<file path="src/rtl/pgh_pkg.sv">
// shared types and constants of the particle grid histogram
package pgh_pkg;

  localparam int COORD_W   = 32;
  localparam int COUNT_W   = 32;
  localparam int ADDR_W    = 12;
  localparam int DEPTH     = 4096;
  localparam int CELL_W    = 8;
  localparam int OP_W      = 2;
  localparam int CFG_IDX_W = 3;

  localparam logic [OP_W-1:0] OP_COUNT = 2'd0;
  localparam logic [OP_W-1:0] OP_READ  = 2'd1;
  localparam logic [OP_W-1:0] OP_CLEAR = 2'd2;

  localparam logic [CFG_IDX_W-1:0] CFG_LOW_X  = 3'd0;
  localparam logic [CFG_IDX_W-1:0] CFG_LOW_Y  = 3'd1;
  localparam logic [CFG_IDX_W-1:0] CFG_LOW_Z  = 3'd2;
  localparam logic [CFG_IDX_W-1:0] CFG_HIGH_X = 3'd3;
  localparam logic [CFG_IDX_W-1:0] CFG_HIGH_Y = 3'd4;
  localparam logic [CFG_IDX_W-1:0] CFG_HIGH_Z = 3'd5;

  localparam logic signed [COORD_W-1:0] LOW_RESET  = 32'sd0;
  localparam logic signed [COORD_W-1:0] HIGH_RESET = 32'sd4194304;
  localparam logic [COUNT_W-1:0]        COUNT_MAX  = 32'hFFFF_FFFF;

  typedef struct packed {
    logic [OP_W-1:0]           opcode;
    logic signed [COORD_W-1:0] pos_x;
    logic signed [COORD_W-1:0] pos_y;
    logic signed [COORD_W-1:0] pos_z;
    logic [ADDR_W-1:0]         read_bin;
  } in_item_t;

  typedef struct packed {
    logic                inside_grid;
    logic [ADDR_W-1:0]   bin_index;
    logic [COUNT_W-1:0]  bin_count;
  } out_item_t;

  typedef struct packed {
    logic              done;
    logic              in_range;
    logic [CELL_W-1:0] cell_idx;
  } axis_stat_t;

endpackage

</file>
<file path="src/rtl/pgh_axis.sv">
// per-axis range check and bit-serial restoring division for the cell index
module pgh_axis #(
  parameter int CELLS = 16
) (
  input  logic                              clk,
  input  logic                              rst_n,
  input  logic                              start,
  input  logic signed [pgh_pkg::COORD_W-1:0] pos,
  input  logic signed [pgh_pkg::COORD_W-1:0] lo,
  input  logic signed [pgh_pkg::COORD_W-1:0] hi,
  output pgh_pkg::axis_stat_t               stat
);

  localparam int CW_  = pgh_pkg::COORD_W;
  localparam int QB   = (CELLS > 1) ? $clog2(CELLS) : 1;
  localparam int NB   = $clog2(CELLS + 1);
  localparam int PW   = CW_ + NB;
  localparam int CNTW = $clog2(QB + 1);

  typedef enum logic [2:0] {
    A_IDLE = 3'b001,
    A_MUL  = 3'b010,
    A_DIV  = 3'b100
  } ax_state_t;

  ax_state_t          state_r, state_nxt;
  logic [CW_-1:0]     off_r, off_nxt;
  logic [CW_-1:0]     span_r, span_nxt;
  logic               inside_r, inside_nxt;
  logic [CW_-1:0]     rem_r, rem_nxt;
  logic [QB-1:0]      low_r, low_nxt;
  logic [QB-1:0]      quo_r, quo_nxt;
  logic [CNTW-1:0]    cnt_r, cnt_nxt;

  logic signed [CW_:0] off_s;
  logic signed [CW_:0] span_s;
  logic [PW-1:0]       prod;
  logic [CW_:0]        trial;
  logic [CW_:0]        diff;
  logic                ge;

  assign off_s  = {pos[CW_-1], pos} - {lo[CW_-1], lo};
  assign span_s = {hi[CW_-1], hi} - {lo[CW_-1], lo};
  assign prod   = PW'(off_r) * PW'(CELLS);
  assign trial  = {rem_r, low_r[QB-1]};
  assign diff   = trial - {1'b0, span_r};
  assign ge     = trial >= {1'b0, span_r};

  always_comb begin
    state_nxt  = state_r;
    off_nxt    = off_r;
    span_nxt   = span_r;
    inside_nxt = inside_r;
    rem_nxt    = rem_r;
    low_nxt    = low_r;
    quo_nxt    = quo_r;
    cnt_nxt    = cnt_r;
    if (start) begin
      off_nxt    = off_s[CW_-1:0];
      span_nxt   = span_s[CW_-1:0];
      inside_nxt = (pos >= lo) && (pos < hi);
      state_nxt  = A_MUL;
    end else begin
      case (state_r)
        A_MUL: begin
          rem_nxt   = prod[QB+CW_-1:QB];
          low_nxt   = prod[QB-1:0];
          quo_nxt   = '0;
          cnt_nxt   = CNTW'(QB);
          state_nxt = A_DIV;
        end
        A_DIV: begin
          rem_nxt = ge ? diff[CW_-1:0] : trial[CW_-1:0];
          low_nxt = low_r << 1;
          quo_nxt = QB'({quo_r, ge});
          cnt_nxt = cnt_r - CNTW'(1);
          if (cnt_r == CNTW'(1)) begin
            state_nxt = A_IDLE;
          end
        end
        default: begin
          state_nxt = A_IDLE;
        end
      endcase
    end
  end

  always_ff @(posedge clk) begin
    if (!rst_n) begin
      state_r <= A_IDLE;
    end else begin
      state_r <= state_nxt;
    end
    off_r    <= off_nxt;
    span_r   <= span_nxt;
    inside_r <= inside_nxt;
    rem_r    <= rem_nxt;
    low_r    <= low_nxt;
    quo_r    <= quo_nxt;
    cnt_r    <= cnt_nxt;
  end

  assign stat.done     = (state_r == A_IDLE);
  assign stat.in_range = inside_r;
  assign stat.cell_idx = pgh_pkg::CELL_W'(quo_r);

endmodule

</file>
<file path="config.mk">
export PLATFORM = sky130hd
export DESIGN_NAME = pgh_axis
export DESIGN_NICKNAME = d
export VERILOG_FILES = /design/src/rtl/pgh_pkg.sv /design/src/rtl/pgh_axis.sv
export SDC_FILE = /design/constraint.sdc
export NUM_CORES = 1
export LEC_CHECK = 0
export BUFFER_PORTS_ARGS = -buffer_cell sky130_fd_sc_hd__buf_2
export CORE_AREA = 2 2 138 167
export CTS_CLUSTER_SIZE = 20
export DETAILED_ROUTE_END_ITERATION = 10
export DIE_AREA = 0 0 140 169
export PLACE_DENSITY_LB_ADDON = 0.15
export SLEW_MARGIN = 20
export SYNTH_ARGS = -nofsm -noshare
export SYNTH_HDL_FRONTEND = slang
export SYNTH_SLANG_ARGS = --single-unit
</file>
<file path="constraint.sdc">
create_clock -name clk -period 3.87 [get_ports clk]
set_clock_uncertainty 0.05 [all_clocks]
set_input_delay 0.5805 -clock clk [delete_from_list [all_inputs] [get_ports clk]]
set_output_delay 0.5805 -clock clk [all_outputs]
set_load 0.02 [all_outputs]
</file>
# Yosys cells after proc, flatten, opt, wreduce, memory -nomap -nowiden
# Index checks and enable logic that the tools add are counted.
# Widths: inputs -> output; s select.
# word_totals
word_cells,36
in_bits,99
output_inout_bits,10
regBits,111
# op_classes
reduce_logical,4
bitwise_logic,2
mux,8
add_sub_neg,4
n_eq_ne,6
order_cmp,3
# op_table
operator,n
$sub 32x32->32,3
$pmux 32 s2,1
$ge 33x32->1,1
$ge 32x32->1,1
$lt 32x32->1,1
$mux 32,1
$pmux 4 s2,2
$pmux 3 s2,2
$eq 3x1->1 const B,2
$eq 3x2->1 const B,1
$eq 3x3->1 const B,1
$mux 3,1
$ne 3x3->1 const B,1
$sub 3x1->3 const B,1
$mux 2,1
$ne 2x2->1 const B,1
$not 1->1,2
$reduce_and 2->1,1
$reduce_bool 2->1,1
$reduce_or 2->1,1
$logic_and 1x1->1,1

# Logic depth before layout (Yosys ltp)
# depth
word_depth,4
depth_mapped,14
depth_no_buf,13

# Worst setup path before layout
# Ideal clock, no wire load.
# synth_path
path_kind,input to register
start,input port start
end,register cnt_r[0] (enable)
required_time_ns,3.325
arrival_ns,3.521
slack_ns,-0.196
path_stages,1
cell_sequence,a211oi_1
# synth_between
elab_chain_cells,2
# synth_rtl
element,line_no,text
"start, declared",pgh_axis.sv:7,"input logic start,"
$not 1->1 (no line),n/a,
$reduce_and 2->1 (no line),n/a,
"end signal, assigned",pgh_axis.sv:100,cnt_r <= cnt_nxt;
"end, declared",pgh_axis.sv:33,"logic [CNTW-1:0] cnt_r, cnt_nxt;"
# Every way passes these cells.
# A chain may end at the register's enable or synchronous reset.

# Worst setup path after layout
# layout_path
start,register rem_r[25]
end,register rem_r[19] (data pin)
# layout_between
elab_chain_cells,3
# layout_rtl
element,line_no,text
"start, declared",pgh_axis.sv:30,"logic [CW_-1:0] rem_r, rem_nxt;"
"start signal, assigned",pgh_axis.sv:97,rem_r <= rem_nxt;
$ge 33x32->1,pgh_axis.sv:47,"assign ge = trial >= {1'b0, span_r};"
$mux 32,pgh_axis.sv:73,rem_nxt = ge ? diff[CW_-1:0] : trial[CW_-1:0];
$pmux 32 s2,pgh_axis.sv:64,case (state_r)
# Every way passes these cells.

==> metrics.cfg <==
[setup_path]
worstPathRequired_ps = 3890
cp_slowest_cell = edfxtp_1
crit_chain = ha_1 > a21o_1 > a21o_1 > a21o_1 > a221o_1 > a21o_1 > a211o_1 > a31oi_4 > buf_12 > mux2i_1 > o21ai_1
crit_top_cell = a21o_1
critPathMaxFanout = 38
endpoint_kind = flop
critPathBufInv = 1
crit_family = compound AO/OA/AOI/OAI gates
crit_arrival_ps = 3570
slowest_delay_ps = 400
worstSetupPathType = flop to flop
reg2reg_setup_slack_ps = 320
start_kind = flop

[die]
start_util_pct = 44.32
pin_count = 109
coreArea_sq_mm = 0.02215
die_h_um = 169
rows = 60
design.die.area_sq_mm = 0.02366
die_w_um = 140

[synthesis]
synthXorXnorAreaFrac_pct = 7.407
synth_simple_gate_area_share_pct = 13.93
synth_adder_area_share_pct = 16.93
synth_top_family_by_area = compound AO/OA/AOI/OAI gates
ys_ff_latch = 107
netlist_area_sq_mm = 0.009814
netlist_instances = 1111
synthMuxAreaShare_pct = 0.4080
yosys_most_used_dff = edfxtp_1
synth_cell_types = 60
ys_warn_count = 0
synth_compound_area_share_pct = 22.21
synth-edff-count = 104
synth_seq_area_share_pct = 32.43
async_reset_ff_share_pct = 0
avgSynthCellArea_sq_um = 8.834

[sta]
final_hold_viol_count = 0
setup_viol = 0
fin_crit_ps = 3550
max_slew_margin_pct = 30.41
rsz0062_at_grt = false
tightest_slew_ps = 1044
drv_slew = 0
finalCritPeriodShare_pct = 91.73
max_freq_ghz = 0.2817
tns_ps = 0

[grt]
grt_overflow = 0
grt_use_total_pct = 19.93
grt_pass1_vias = 7700
antenna_found_initial = 0
grt_pass1_wl_mm = 38.05
grt_start_max_net_pins = 58

[place]
port_buffers = 104
dpl_cell_area_sq_mm = 0.01063
post-place-cells = 1478
dp_hpwl_mm = 18.94
place.gp.congestion = 0.8715

[clock_network]
cts_setup_buffers = 0
clk_path_buf_depth = 2
tritoncts = built
cts_inserted_buffers = 9
holdBufCountCts = 0
clkSinkCount = 107
ctsHtreeMaxLevel = 3
cts_resized = 0
path_clk_slew_ps = 80
clk_latency_ps = 350
cts_root_buffer = clkbuf_16

[cells_and_area]
final_util_pct = 49.32
fin_area_sq_mm = 0.01092
syn_to_final_growth_pct = 11.30
diodes = 0
layout_common_cells = inv_1, ha_1, a21oi_1
drive_gt1_share_pct = 11.70
final_cell_count_no_fill = 1493
nNetsFinal = 1440

[run_status]
status = complete, no violations

[pwr]
p_clk_share_pct = 24.3
seqPwrFrac_pct = 38.6
swShare_pct = 33.78
p_int_mw = 2.556
switchingPower_mw = 1.304
vdd_ir_drop_max_uv = 186.7
powerDensity_mw_per_mm2 = 353.3
p_leak_nw = 5.139
combinationalPowerShare_pct = 37.1

[routing]
routedWlPerCell_um = 15.69
wl_mm = 23.43
vias_per_cell = 5.361
first_pass_iters = 7
drcViolationCount = 0
vias = 8004
detail-route-antenna-nets = 0
drtIter0Drc = 590

[flow_run]
drv_cap = 0

[hold_path]
hp-class = primary input to flop

==> sequential cells by signal, summed over array words and instances, names as in the netlist <==
signal    flops
cnt_r         3
quo_r         4
off_r        32
rem_r        32
state_r       3
inside_r      1
span_r       32
==> per-layer routing <==
metal  part of all wire [%]  vias up  global-route usage, %
met2                     44      146                  32.08
met3                    2.9       28                  1.669
met1                     51     3649                  28.55
met4                    2.1        0                  6.368
li1                       -     4181                      -
met5                      0        -                      0
==> Yosys cell counts, drive strengths merged (12+ instances only) <==
cell,n,area (sq um)
a21oi,112,560.5
buf,13,107.6
clkbuf,17,63.81
a31oi,14,102.6
o21a,13,97.59
xor2,31,271.5
inv,128,480.5
o21bai,14,105.1
xnor2,52,455.4
nand4,15,93.84
o211ai,13,102.6
nand2b,16,100.1
nor2,72,270.3
edfxtp,104,3123
a211oi,12,90.09
nor2b,28,175.2
a21o,57,427.9
nand3,28,140.1
nand2,77,289.0
o21ai,74,374.1
ha,128,1602
==> kinds of logic after synthesis <==
family,Yosys count
AO/OA/AOI/OAI,345
XOR/XNOR,83
adder cells (fa/ha/maj),131
buffers and inverters,158
flip-flops,107
multiplexers,4
other,1
AND/OR/NAND/NOR,282
==> path summary, 6_finish.rpt <==
path                                          start                 endpoint  cells after the start
worst min-delay path                          rst_n  state_r[1]$_SDFFE_PN0P_                      2
worst max-delay path            rem_r[25]$_DFFE_PP_      rem_r[19]$_DFFE_PP_                     11
worst min register to register  off_r[10]$_DFFE_PP_      rem_r[10]$_DFFE_PP_                      2
worst max register to register  rem_r[25]$_DFFE_PP_      rem_r[19]$_DFFE_PP_                     11
==> metrics by stage <==
stage / hold WS, ps / total power, mW / worst slack [ps]
detailed placement: 457.8 / 2.930 / 172.4
CTS: 430.9 / 3.871 / 246.4
floorplan: 444.6 / 2.553 / 559.9
global route: 450.3 / 4.113 / 90.86
finish: 439.4 / 3.859 / 320.0
global placement: 457.7 / 2.928 / 230.4
==> area by class of cell <==
class / instances / area [sq um]
Fill cell: 2135 / 11220
Multi-Input combinational cell: 849 / 6005
Sequential cell: 107 / 3183
Timing Repair Buffer: 115 / 615.6
Inverter: 128 / 480.5
Tap cell: 279 / 349.1
Clock buffer: 10 / 229.0
Clock inverter: 5 / 61.31
==> power by group through the flow <==
stage	clock network [mW]	registers, mW	logic, mW
3_5_place_dp	0	1.51	1.42
4_1_cts	0.956	1.49	1.43
3_3_place_gp	0	1.51	1.42
5_1_grt	0.999	1.50	1.61
2_1_floorplan	0	1.49	1.06
6_report	0.938	1.49	1.43
Note: power is estimated with default switching activity, not from simulation.
